File: config.mk
export PLATFORM = sky130hd
export DESIGN_NAME = tlv_digest_list_validator
export DESIGN_NICKNAME = d
export VERILOG_FILES = /design/src/tlv_pkg.sv /design/src/tlv_fifo.sv /design/src/tlv_parse.sv /design/src/tlv_digest_list_validator.sv
export SDC_FILE = /design/constraint.sdc
export NUM_CORES = 1
export LEC_CHECK = 0
export ABC_AREA = 1
export ABC_CLOCK_PERIOD_IN_PS = 5140
export BUFFER_PORTS_ARGS = -buffer_cell sky130_fd_sc_hd__buf_2
export CORE_MARGIN = 3
export CORE_UTILIZATION = 50
export DETAILED_ROUTE_END_ITERATION = 10
export PLACE_DENSITY = 0.66
export SYNTH_ARGS = -nofsm -noshare
export SYNTH_HDL_FRONTEND = slang
export SYNTH_SLANG_ARGS = --single-unit
export TNS_END_PERCENT = 10
File: constraint.sdc
create_clock -name clk -period 5.14 [get_ports clk]
set_clock_uncertainty 0.05 [all_clocks]
set_input_delay 0.257 -clock clk [delete_from_list [all_inputs] [get_ports clk]]
set_output_delay 0.257 -clock clk [all_outputs]
set_load 0.03 [all_outputs]
File: src/tlv_pkg.sv
package tlv_pkg;

	localparam logic [4:0] ALGO_COUNT   = 5'd20;
	localparam logic [2:0] HDR_BYTES    = 3'd6;
	localparam logic [1:0] OUTER_FIELDS = 2'd3;
	localparam logic [1:0] INNER_FIELDS = 2'd2;

	localparam logic [1:0] KIND_OTHER  = 2'd0;
	localparam logic [1:0] KIND_DIGEST = 2'd1;
	localparam logic [1:0] KIND_PATH   = 2'd2;

	// Input beat as taken by the front end.
	typedef struct packed {
		logic        first;
		logic [31:0] total_length;
		logic [7:0]  data_byte;
	} tlv_in_t;

	// Result beat.
	typedef struct packed {
		logic [1:0] byte_kind;
		logic [7:0] value_byte;
		logic [4:0] algo_code;
		logic       done_res;
		logic       status;
	} tlv_res_t;

	function automatic logic [6:0] digest_size(input logic [4:0] algo);
		logic [6:0] s;
		begin
			case (algo)
				5'd0, 5'd1, 5'd8, 5'd14:                  s = 7'd16;
				5'd2, 5'd3, 5'd15:                        s = 7'd20;
				5'd16:                                    s = 7'd24;
				5'd7:                                     s = 7'd28;
				5'd4, 5'd9, 5'd11, 5'd17, 5'd18:          s = 7'd32;
				5'd10:                                    s = 7'd40;
				5'd5, 5'd12:                              s = 7'd48;
				5'd6, 5'd13, 5'd19:                       s = 7'd64;
				default:                                  s = 7'd0;
			endcase
			return s;
		end
	endfunction

endpackage

File: src/tlv_fifo.sv
module tlv_fifo (
	input  logic             clk,
	input  logic             arst_n,
	input  logic             in_valid,
	output logic             in_ready,
	input  tlv_pkg::tlv_in_t in_data,
	output logic             out_valid,
	input  logic             out_ready,
	output tlv_pkg::tlv_in_t out_data
);
	import tlv_pkg::*;

	// Two-entry queue between intake and the parser.
	tlv_in_t    mem_q [2];
	logic       wr_q, rd_q;
	logic [1:0] cnt_q;
	logic       push, pop;

	assign in_ready  = (cnt_q != 2'd2);
	assign out_valid = (cnt_q != 2'd0);
	assign out_data  = mem_q[rd_q];
	assign push      = in_valid && in_ready;
	assign pop       = out_valid && out_ready;

	always_ff @(posedge clk) begin
		if (push) mem_q[wr_q] <= in_data;
	end

	always_ff @(posedge clk or negedge arst_n) begin
		if (!arst_n) begin
			wr_q  <= 1'b0;
			rd_q  <= 1'b0;
			cnt_q <= 2'd0;
		end else begin
			if (push) wr_q <= ~wr_q;
			if (pop) rd_q <= ~rd_q;
			cnt_q <= cnt_q + {1'b0, push} - {1'b0, pop};
		end
	end

	assert property (@(posedge clk) disable iff (!arst_n) cnt_q <= 2'd2)
		else $error("queue count overflow");
	assert property (@(posedge clk) disable iff (!arst_n)
		(cnt_q == 2'd2 && !pop) |=> cnt_q == 2'd2)
		else $error("queue lost an entry");
	assert property (@(posedge clk) disable iff (!arst_n)
		(cnt_q == 2'd0 && !push) |=> !out_valid)
		else $error("queue invented an entry");

endmodule

File: src/tlv_parse.sv
module tlv_entry_parser (
	input  logic              clk,
	input  logic              arst_n,
	input  logic              in_valid,
	output logic              in_ready,
	input  tlv_pkg::tlv_in_t  in_data,
	output logic              out_valid,
	input  logic              out_ready,
	output tlv_pkg::tlv_res_t out_data
);
	import tlv_pkg::*;

	logic [31:0] outer_left_q, inner_left_q, value_left_q;
	logic [47:0] hdr_q;
	logic [2:0]  hcnt_q;
	logic        nest_q;
	logic [1:0]  field_q;
	logic [4:0]  algo_q;
	logic [7:0]  algo_hi_q;
	logic        failed_q;
	tlv_res_t    res_q;
	logic        res_valid_q;

	logic [31:0] ol, il, vl, ol_d, il_d, vl_d, avail, rem, len;
	logic [47:0] hdr_d;
	logic [2:0]  hc, hc_d;
	logic        nest, nest_d, failed, failed_d;
	logic [1:0]  field_d, kind;
	logic [4:0]  algo_d;
	logic [7:0]  algo_hi_d, b;
	logic        have, done;
	logic [15:0] fld, code;
	logic        take;

	assign in_ready = !res_valid_q || out_ready;
	assign take     = in_valid && in_ready;
	assign b        = in_data.data_byte;

	always_comb begin
		ol = outer_left_q; il = inner_left_q; vl = value_left_q;
		hdr_d = hdr_q; hc = hcnt_q; nest = nest_q; field_d = field_q;
		algo_d = algo_q; algo_hi_d = algo_hi_q; failed = failed_q;
		kind = KIND_OTHER; done = 1'b0; have = 1'b0;
		avail = '0; rem = '0; len = '0; fld = '0; code = '0;
		if (in_data.first) begin
			ol = in_data.total_length; il = '0; vl = '0; hdr_d = '0; hc = '0;
			nest = 1'b0; field_d = '0; algo_d = ALGO_COUNT; algo_hi_d = '0;
			failed = 1'b0;
			if (in_data.total_length == '0) done = 1'b1;
			else have = 1'b1;
		end else if (ol != '0) begin
			have = 1'b1;
		end
		if (have) begin
			if (failed) begin
				ol = ol - 32'd1;
			end else begin
				avail = nest ? il : ol;
				ol = ol - 32'd1;
				if (nest) il = il - 32'd1;
				if (vl != '0) begin
					vl = vl - 32'd1;
					if (nest) begin
						kind = (field_d == 2'd0) ? KIND_DIGEST : KIND_PATH;
					end else if (field_d == 2'd0) begin
						if (vl == 32'd1) begin
							algo_hi_d = b;
						end else if (vl == '0) begin
							code = {algo_hi_d, b};
							if (code >= {11'd0, ALGO_COUNT}) failed = 1'b1;
							else algo_d = code[4:0];
						end
					end
				end else if (hc == '0 && avail < {29'd0, HDR_BYTES}) begin
					failed = 1'b1;
				end else begin
					hdr_d = {hdr_d[39:0], b};
					hc = hc + 3'd1;
					if (hc >= HDR_BYTES) begin
						hc = '0;
						rem = nest ? il : ol;
						fld = hdr_d[47:32];
						len = hdr_d[31:0];
						if (fld >= {14'd0, (nest ? INNER_FIELDS : OUTER_FIELDS)}
							|| len > rem) begin
							failed = 1'b1;
						end else if (len != '0) begin
							field_d = fld[1:0];
							if (!nest && fld == 16'd0 && len != 32'd2) failed = 1'b1;
							else if (!nest && fld == 16'd1 && len != 32'd4) failed = 1'b1;
							else if (!nest && fld == 16'd2) begin
								nest = 1'b1; il = len; vl = '0; hc = '0;
							end else if (nest && fld == 16'd0 && (algo_d >= ALGO_COUNT
								|| len != {25'd0, digest_size(algo_d)})) begin
								failed = 1'b1;
							end else begin
								vl = len;
							end
						end
					end
				end
				if (!failed && nest && il == '0) nest = 1'b0;
				if (failed) kind = KIND_OTHER;
			end
			if (ol == '0) done = 1'b1;
		end
		ol_d = ol; il_d = il; vl_d = vl; hc_d = hc; nest_d = nest; failed_d = failed;
	end

	always_ff @(posedge clk or negedge arst_n) begin
		if (!arst_n) begin
			outer_left_q <= '0; inner_left_q <= '0; value_left_q <= '0;
			hdr_q <= '0; hcnt_q <= '0; nest_q <= 1'b0; field_q <= '0;
			algo_q <= ALGO_COUNT; algo_hi_q <= '0; failed_q <= 1'b0;
			res_valid_q <= 1'b0;
		end else begin
			if (take) begin
				outer_left_q <= ol_d; inner_left_q <= il_d; value_left_q <= vl_d;
				hdr_q <= hdr_d; hcnt_q <= hc_d; nest_q <= nest_d; field_q <= field_d;
				algo_q <= algo_d; algo_hi_q <= algo_hi_d; failed_q <= failed_d;
			end
			if (take) res_valid_q <= 1'b1;
			else if (out_ready) res_valid_q <= 1'b0;
		end
	end

	always_ff @(posedge clk) begin
		if (take) begin
			res_q.byte_kind  <= kind;
			res_q.value_byte <= (kind != KIND_OTHER) ? b : 8'd0;
			res_q.algo_code  <= algo_d;
			res_q.done_res   <= done;
			res_q.status     <= failed_d;
		end
	end

	assign out_valid = res_valid_q;
	assign out_data  = res_q;

	assert property (@(posedge clk) disable iff (!arst_n) hcnt_q < HDR_BYTES)
		else $error("header count out of range");
	assert property (@(posedge clk) disable iff (!arst_n) algo_q <= ALGO_COUNT)
		else $error("algo code out of range");
	assert property (@(posedge clk) disable iff (!arst_n)
		(out_valid && out_data.status) |-> out_data.byte_kind == KIND_OTHER)
		else $error("value byte passed after error");
	assert property (@(posedge clk) disable iff (!arst_n)
		(out_valid && !out_ready) |=> out_valid)
		else $error("result dropped while stalled");

endmodule

File: src/tlv_digest_list_validator.sv
// Channel | Dir | Contents
// s_axis  | in  | tdata: total_length[31:0], data_byte[39:32]; tuser: first
// m_axis  | out | tdata: value_byte[7:0], algo_code[12:8]; tuser: byte_kind[1:0],
//         |     | status[2]; tlast: done_res
// One beat in, one beat out; a byte can be taken every cycle while the output is not stalled.
// Each beat is held in the two-entry front queue, then passes to the parser, whose header
// and length counters update combinationally and load the result register.
// Reset clears the queue, the parse state and the output valid at once.
// Either side may stall on its own; the queue and result register absorb it.
module tlv_digest_list_validator (
	input  logic        clk,
	input  logic        arst_n,
	input  logic        s_axis_tvalid,
	output logic        s_axis_tready,
	input  logic [39:0] s_axis_tdata,  // total_length[31:0], data_byte[39:32]
	input  logic        s_axis_tuser,  // first
	output logic        m_axis_tvalid,
	input  logic        m_axis_tready,
	output logic [15:0] m_axis_tdata,  // value_byte[7:0], algo_code[12:8], zeros
	output logic [2:0]  m_axis_tuser,  // byte_kind[1:0], status[2]
	output logic        m_axis_tlast   // done_res
);
	import tlv_pkg::*;

	tlv_in_t  in_beat, q_beat;
	tlv_res_t res;
	logic     q_valid, q_ready;

	assign in_beat.first        = s_axis_tuser;
	assign in_beat.total_length = s_axis_tdata[31:0];
	assign in_beat.data_byte    = s_axis_tdata[39:32];

	// Front: intake queue decouples the source from the parser.
	tlv_fifo u_fifo (
		.clk(clk), .arst_n(arst_n),
		.in_valid(s_axis_tvalid), .in_ready(s_axis_tready), .in_data(in_beat),
		.out_valid(q_valid), .out_ready(q_ready), .out_data(q_beat)
	);

	// Back: parser with its own result register.
	tlv_entry_parser u_parse (
		.clk(clk), .arst_n(arst_n),
		.in_valid(q_valid), .in_ready(q_ready), .in_data(q_beat),
		.out_valid(m_axis_tvalid), .out_ready(m_axis_tready), .out_data(res)
	);

	assign m_axis_tdata = {3'd0, res.algo_code, res.value_byte};
	assign m_axis_tuser = {res.status, res.byte_kind};
	assign m_axis_tlast = res.done_res;

endmodule

==> results by group, run 1 <==
Outcome
  • Outcome: finished, violations left
  • Failing checks: setup timing

Min path
  • Hold Crit Start: s_axis_tvalid
  • Hold depth: 5
  • Hold-critical path endpoint: u_fifo.wr_q$_DFFE_PN0P_
  • HP Class: in -> reg

Routing
  • Routed Wire Length: 69030 um
  • DR WL/cell: 19.41 um
  • # DRC: 0
  • Post-route ant nets: 0
  • First drt pass iteration count: 6
  • Starting DRT DRC Count: 1934
  • Via Count: 20180
  • Routed vias/inst: 5.674

Worst setup path
  • Startpoint types: register
  • Crit-path max cell delay: between 0.4 and 0.5 ns
  • Crit. End Element: register
  • Reg-to-reg slack, setup: -0.15 ns
  • Cell count along the critical path: 34
  • Critical-path maximum fanout: 15
  • Crit path DAT: 5.72 ns
  • Critical path's slowest cell: dfrtp_2
  • Worst Reg-to-Reg Cells: 34
  • CP Data Required Time: ~5.6 ns
  • Critical path class: reg -> reg
  • Buffer and inverter count on the worst path: 7
  • Crit path max-delay family: simple AND/OR/NAND/NOR gates
  • Most frequent CP cell: nand2_1
  • RR Endpoint: u_parse.nest_q$_DFFE_PN0P_
  • FF-to-FF Start: u_fifo.rd_q$_DFFE_PN0P_

STA
  • Final Hold Vio Count: 0
  • Post-layout min period: 5.291 ns
  • Fin Setup TNS: -1.243 ns
  • RSZ-0062 raised after global routing: yes
  • Max Fclk: 189.0 MHz
  • Final setup fails: 20
  • Worst Tran Pin Value: approximately 1.2 ns
  • Max Transition Viols Final: 0
  • Relative slew slack: around 17%
  • Setup WS post-layout: -0.1514 ns
  • Final period utilization: 102.9%

Global route
  • First-pass GRT wire length: about 110000 um
  • Largest net degree at the start of global routing: between 150 and 200
  • Initial antenna violation count: 0
  • GRT Overall Usage: 32.49%
  • Vias in the first global route: 19260
  • Total gr overflow: 0

Synthesis
  • Synth Register Bits: 260
  • Ys async rst share: 61.92%
  • Mapped Area: 0.01914 mm2
  • Register area share after synthesis: a little over a third
  • Ys flop type: dfrtp_1
  • Synth warn: 0
  • Synth cell types: between 50 and 60
  • Syn_area_per_cell: 6.961 um2
  • Synthesized instance count: between 2000 and 3000
  • Post-synth EDFFs: 99

Power and ir drop
  • Internal power: 8083 uW
  • Combinational cell fraction of total power: 64.8%
  • Switch share: 49.37%
  • Share of power burned in registers: 20.0%
  • Power Dens Cells: roughly 670 mW/mm2
  • Design Power: 15960 uW
  • Clock Power Share: 15.2%
  • Maximum VDD drop: between 0.5 and 0.6 mV
  • P_leak: approximately 0.011 uW
  • P_sw: 7881 uW

Clocking
  • Clk Latency, worst-skew pair: 0.59 ns
  • Clk pin slew, worst setup/hold paths: around 0.07 ns
  • CTS Buffer Depth: 3
  • TritonCTS clock tree: built
  • Sink Count: 260
  • Clock Tree Root: clkbuf_16
  • H-Tree Depth: 1
  • Num CTS Buffers: 30

Floorplan
  • Starting Density: 50.80%
  • Row cnt: 71
  • Die width: 201.6 um
  • IO Pins: 67
  • Die ar.: 0.04065 mm2
  • DIE HEIGHT: 201.6 um
  • Core area: 0.03767 mm2

Layout
  • Design area: 0.02382 mm2
  • Final Util: 63.25%
  • Filler cells: ~3400
  • Nets@finish: 3113
  • Area grow syn2layout: 24.49%
  • Fraction of layout cells with a size suffix above 1: between 10% and 20%

Place
  • Detail Placement HPWL: 48650 um
  • GP Congestion: 1.027
  • Post-DP Area: between 0.02 and 0.025 mm2
  • Port Buffers: between 60 and 70

Run
  • Max-cap violations: 0
-- Yosys cell counts (18+ instances only) --
| cell | n | area share [%] |
|---|---|---|
| nand2_1 | 745 | 15 |
| inv_1 | 303 | 5.9 |
| nor2_1 | 284 | 5.6 |
| o21ai_0 | 251 | 6.6 |
| dfrtp_1 | 159 | 21 |
| a21oi_1 | 137 | 3.6 |
| nand3_1 | 121 | 3.2 |
| edfxtp_1 | 99 | 16 |
| clkbuf_1 | 69 | 1.4 |
| o21ai_1 | 59 | 1.5 |
| xor2_1 | 58 | 2.7 |
| ha_1 | 48 | 3.1 |
| o211ai_1 | 48 | 1.9 |
| nand4_1 | 38 | 1.2 |
| buf_2 | 28 | 0.73 |
| nand2_2 | 27 | 0.88 |
| nor3_1 | 27 | 0.71 |
| a31oi_1 | 22 | 0.72 |
| o22ai_1 | 22 | 0.72 |
| nor2_2 | 20 | 0.65 |
| inv_2 | 18 | 0.35 |
-- power groups by stage --
stage / logic (uW) / clock network (uW) / registers [uW]
2_1_floorplan: 5850 / 0 / 3280
3_5_place_dp: 9230 / 0 / 3220
5_1_grt: 11300 / 2520 / 3250
3_3_place_gp: 9120 / 0 / 3200
6_report: 10300 / 2420 / 3200
4_1_cts: 9330 / 2450 / 3190
-- flip-flops by register name, indices dropped and copies added, names as in the netlist, 5 cells and up --
name / cells
u_fifo.mem_q: 82
u_parse.hdr_q: 40
u_parse.inner_left_q: 32
u_parse.outer_left_q: 32
u_parse.value_left_q: 32
u_parse.out_data: 17
u_parse.algo_hi_q: 8
u_parse.algo_q: 5
-- area by class of cell --
cell class	instances	area (um2)	share of cell area [%]
Multi-Input combinational cell	2039	10900	45.77
Timing Repair Buffer	366	2933	12.31
Tap cell	511	639.4	2.684
Clock inverter	20	294.0	1.234
Sequential cell	260	7005	29.41
Antenna cell	1	2.502	0.01050
Clock buffer	36	814.5	3.419
Inverter	323	1231	5.168
-- cell usage in the layout, fill, tap and decap left out, types with 6 or more instances in the layout --
master,count
xor2_2,6
nand3b_1,7
nand3_1,117
buf_12,8
dlygate4sd3_1,43
inv_1,297
a22o_1,8
inv_2,23
nand2_2,54
nand3_4,6
clkbuf_16,36
buf_4,236
xnor2_1,13
o21ai_2,18
edfxtp_1,99
nor3_1,22
buf_2,62
dfrtp_1,158
nor4_1,10
nand2_1,713
a31oi_1,22
a21oi_1,125
nand2_4,12
ha_1,47
nor2_4,22
o21ai_1,63
a21oi_2,11
o21ai_0,229
xor2_1,51
nand4_1,38
nor2_2,29
o22ai_1,21
buf_6,10
bufinv_16,7
o211ai_1,48
a22oi_1,11
a211oi_1,10
nor2_1,261
-- cells by family after synthesis --
kind of cell | after synthesis | synth area share [%]
AOI/OAI and AO/OA | 598 | 17.52
xor gates and xnor gates | 72 | 3.295
adders and majority gates | 48 | 3.139
buffers and inverters | 453 | 9.938
DFF | 260 | 36.60
other | 1 | 0.01960
and+or+nand+nor | 1317 | 29.49
-- per-stage QoR --
stage | std cells | hold WS, ns | worst slack, ns
global placement | 3424 | 0.3539 | -0.1602
detailed placement | 3424 | 0.3569 | -0.3348
finish | 3556 | 0.1011 | -0.1514
floorplan | 2751 | -0.08859 | 0.5103
CTS | 3523 | 0.09135 | 0.04107
global route | 3555 | 0.1383 | -0.4303
-- worst register-to-register path: cells and delay by family (launching register included) --
kind                     cells  cell delay, ns
AO/OA/AOI/OAI                6            0.88
XOR/XNOR                     1            0.42
adder cells (fa/ha/maj)      1            0.23
buffers and inverters        7            1.03
flip-flops                   1            0.45
AND/OR/NAND/NOR             19            2.12
-- repair_timing --
action	in CTS	in global routing
setup buffers	0	26
resized for setup	10	179
setup endpoints to repair	63	69
gates cloned	0	6
hold endpoints to repair	168	0
hold buffers	43	0
pin swaps	1	52
-- routing by layer --
| metal | track usage [%] | share of wire (%) |
|---|---|---|
| met1 | 43.92 | 42 |
| met2 | 53.58 | 46 |
| met3 | 4.659 | 7.6 |
| met4 | 11.51 | 4.2 |
| met5 | 0.1190 | 0 |
-- how the worst max path moves through the flow --
stage	endpoint	startpoint
global placement	u_parse.inner_left_q[4]$_DFFE_PN0P_	u_fifo.rd_q$_DFFE_PN0P_
global route	u_parse.nest_q$_DFFE_PN0P_	u_fifo.rd_q$_DFFE_PN0P_
finish	u_parse.nest_q$_DFFE_PN0P_	u_fifo.rd_q$_DFFE_PN0P_
detailed placement	u_parse.inner_left_q[4]$_DFFE_PN0P_	u_fifo.rd_q$_DFFE_PN0P_
CTS	u_parse.nest_q$_DFFE_PN0P_	u_fifo.rd_q$_DFFE_PN0P_
floorplan	u_parse.nest_q$_DFFE_PN0P_	u_fifo.rd_q$_DFFE_PN0P_
Note: power is estimated with default switching activity, not from simulation.
==> run 2, diff against run 1 <==
--- a/config.mk
+++ b/config.mk
@@ -8,11 +8,12 @@
 export ABC_AREA = 1
 export ABC_CLOCK_PERIOD_IN_PS = 5140
 export BUFFER_PORTS_ARGS = -buffer_cell sky130_fd_sc_hd__buf_2
-export CORE_MARGIN = 3
+export CORE_MARGIN = 5
 export CORE_UTILIZATION = 50
 export DETAILED_ROUTE_END_ITERATION = 10
 export PLACE_DENSITY = 0.66
 export SYNTH_ARGS = -nofsm -noshare
 export SYNTH_HDL_FRONTEND = slang
+export SYNTH_HIERARCHICAL = 1
 export SYNTH_SLANG_ARGS = --single-unit
 export TNS_END_PERCENT = 10
==> results by group, run 2 <==
Layout
  • Commonest non-fill, non-tap cells in the layout: nand2_1 (683), buf_4 (304), nor2_1 (268)
  • Reg with most FFs: u_fifo/mem_q
  • Largest register FFs: between 80 and 90
  • Number of diodes: 0
  • Commonest non-fill, non-tap cell in the layout: nand2_1
  • Design area: around 0.024 mm2
  • Fraction of layout cells with a size suffix above 1: 22.87%
  • Biggest regs: u_fifo/mem_q x82, u_parse/hdr_q x40
  • Area grow syn2layout: 25.70%
  • Nets@finish: just over 3000

Synthesis
  • Largest family of logic cells by synthesized area: simple AND/OR/NAND/NOR gates
  • Mux cell area share after synthesis: 0.1568%
  • Syn_area_per_cell: 7.196 um2
  • Mapped Area: ~0.019 mm2
  • Largest area contributor in the netlist: dfrtp_1
  • Synth Area in Compound Gates: approximately 16%
  • Synth warn: 6
  • Simple-gate share of the synthesized area: about 31%
  • Ys async rst share: 61.92%
  • Post-synth top area share: 20.77%
  • Synthesized instance count: 2662
  • Synth Register Bits: 260
  • Synth cell types: 70
  • Adder-Cell Fraction of Synth Area: 3.135%
  • Post-synth EDFFs: 99
  • Top-count cell post-synth: nand2_1
  • Commonest cells in the netlist: nand2_1 (725), nor2_1 (290), inv_1 (271)
  • Register area share after synthesis: 36.57%
  • Top cells by area, synth: dfrtp_1 (21%), edfxtp_1 (16%), nand2_1 (14%), nor2_1 (5.7%), inv_1 (5.3%)
  • Ys flop type: dfrtp_1
  • Synth Area in XOR/XNOR: 3.462%

Power and ir drop
  • P_leak: 0.01168 uW
  • Maximum VDD drop: 0.4944 mV
  • Power Dens Cells: around 730 mW/mm2

Routing
  • DR WL/cell: 19.65 um
  • Routed vias/inst: 5.632
  • # DRC: 0
  • Routed Wire Length: 69600 um
  • Starting DRT DRC Count: between 1500 and 2000
  • Post-route ant nets: 0
  • First drt pass iteration count: 8
  • Via Count: about 20000

Clocking
  • TritonCTS clock tree: built
  • CTS Buffer Depth: 3
  • H-Tree Depth: 1
  • Clock Tree Root: clkbuf_16
  • Clk Latency, worst-skew pair: 0.60 ns
  • Sink Count: 260
  • Clk pin slew, worst setup/hold paths: 0.06 ns
  • Num CTS Buffers: 31

Worst setup path
  • Crit path DAT: around 5.4 ns
  • Critical-path maximum fanout: 10
  • CP Data Required Time: 5.56 ns
  • Critical path class: reg -> reg
  • Critical path's slowest cell: dfrtp_2
  • Most frequent CP cell: nand2_1
  • Crit-path max cell delay: 0.49 ns
  • Crit. End Element: register
  • Startpoint types: register
  • Reg-to-reg slack, setup: 0.17 ns

Place
  • GP Congestion: 1.001
  • Post-DP Area: 0.02182 mm2
  • Detail Placement HPWL: just over 50000 um
  • Port Buffers: 63
  • Place WS: -0.3575 ns

STA
  • Fin Setup TNS: 0 ns
  • Setup WS post-layout: between 0.15 and 0.2 ns
  • Final Hold Vio Count: 0
  • Final setup fails: 0
  • Post-layout min period: 4.967 ns
  • Max Transition Viols Final: 0
  • Final period utilization: 96.63%
  • Worst Tran Pin Value: 1.144 ns
  • Relative slew slack: 23.56%
  • Max Fclk: roughly 200 MHz
  • RSZ-0062 raised after global routing: yes

Floorplan
  • Die width: 205.7 um
  • Die ar.: 0.04232 mm2
  • DIE HEIGHT: 205.7 um
  • Row cnt: slightly above 70
  • Starting Density: 50.73%
  • IO Pins: 67
  • Core area: 0.03776 mm2

Outcome
  • Outcome: complete, no violations

Run
  • Max-cap violations: 0

Global route
  • Vias in the first global route: 19130
  • First-pass GRT wire length: 107000 um
  • Largest net degree at the start of global routing: 90
  • Initial antenna violation count: 0
  • Total gr overflow: 0
  • GRT Overall Usage: around a third

Min path
  • HP Class: in -> async
## run 2: kinds of logic after synthesis
family	Yosys count
other cells	1
compound gates	534
simple gates	1333
xor+xnor	74
fa+ha+maj	48
buf+inv	409
mux	3
flops	260
## run 2: repair_timing
action	4_1_cts	5_1_grt
cloned	0	1
endpoints found under the hold margin	154	0
hold buffers	44	0
pin swaps	7	67
buffers inserted	5	15
gates resized for setup	32	146
setup endpoints to repair	64	69
## run 2: cell type report
class	count	area (um2)
clock buffer	44	854.6
multi-input combinational	1995	10940
clock inverter	13	171.4
inverter	288	1110
tap	511	639.4
timing repair buffer	430	3358
fill	3417	13680
sequential	260	7005
## run 2: metal layers
metal,track usage (%),vias up,wire length (um)
met5,0,-,0
met4,15.22,0,3860
met3,4.318,213,4620
met2,54.51,827,33190
met1,41.05,9403,27930
li1,-,9501,-
## run 2: where the power goes
group	internal (uW)	total, uW	switching [uW]	leakage, uW
Sequential	3000	3400	405	0.00292
Combinational	4380	11900	7540	0.00827
Clock	1310	2270	952	0.000496
## run 2: path summary, 6_finish.rpt
kind	startpoint	end	depth (start not counted)
worst max-delay path	u_fifo/rd_q$_DFFE_PN0P_	u_parse/nest_q$_DFFE_PN0P_	36
worst max register to register	u_fifo/rd_q$_DFFE_PN0P_	u_parse/nest_q$_DFFE_PN0P_	36
max in group asynchronous	arst_n	u_parse/hdr_q[21]$_DFFE_PN0P_	3
min in group clk	s_axis_tdata[9]	u_fifo/mem_q[1][17]$_DFFE_PP_	2
worst min-delay path	arst_n	u_parse/value_left_q[8]$_DFFE_PN0P_	2
worst min register to register	u_parse/outer_left_q[12]$_DFFE_PN0P_	u_parse/outer_left_q[12]$_DFFE_PN0P_	2
## run 2: critical path, delay by kind of cell, from the launching register on
kind	cells	cell delay [ns]
and+or+nand+nor	23	2.30
AOI/OAI and AO/OA	3	0.33
xor gates and xnor gates	1	0.19
buffers and inverters	8	1.14
adders and majority gates	1	0.30
DFF	1	0.49
## run 2: stage by stage
stage                     util [%]  instances  power, uW  hold WS [ns]
after floorplan                  -       2664      10280      -0.08859
after global placement       57.80       3419      14240        0.2845
after detailed placement     57.80       3419      14390        0.2871
after CTS                    62.04       3525      16850        0.2371
after global routing         63.77       3541      18880        0.2733
final                        63.77       3541      17590        0.1918
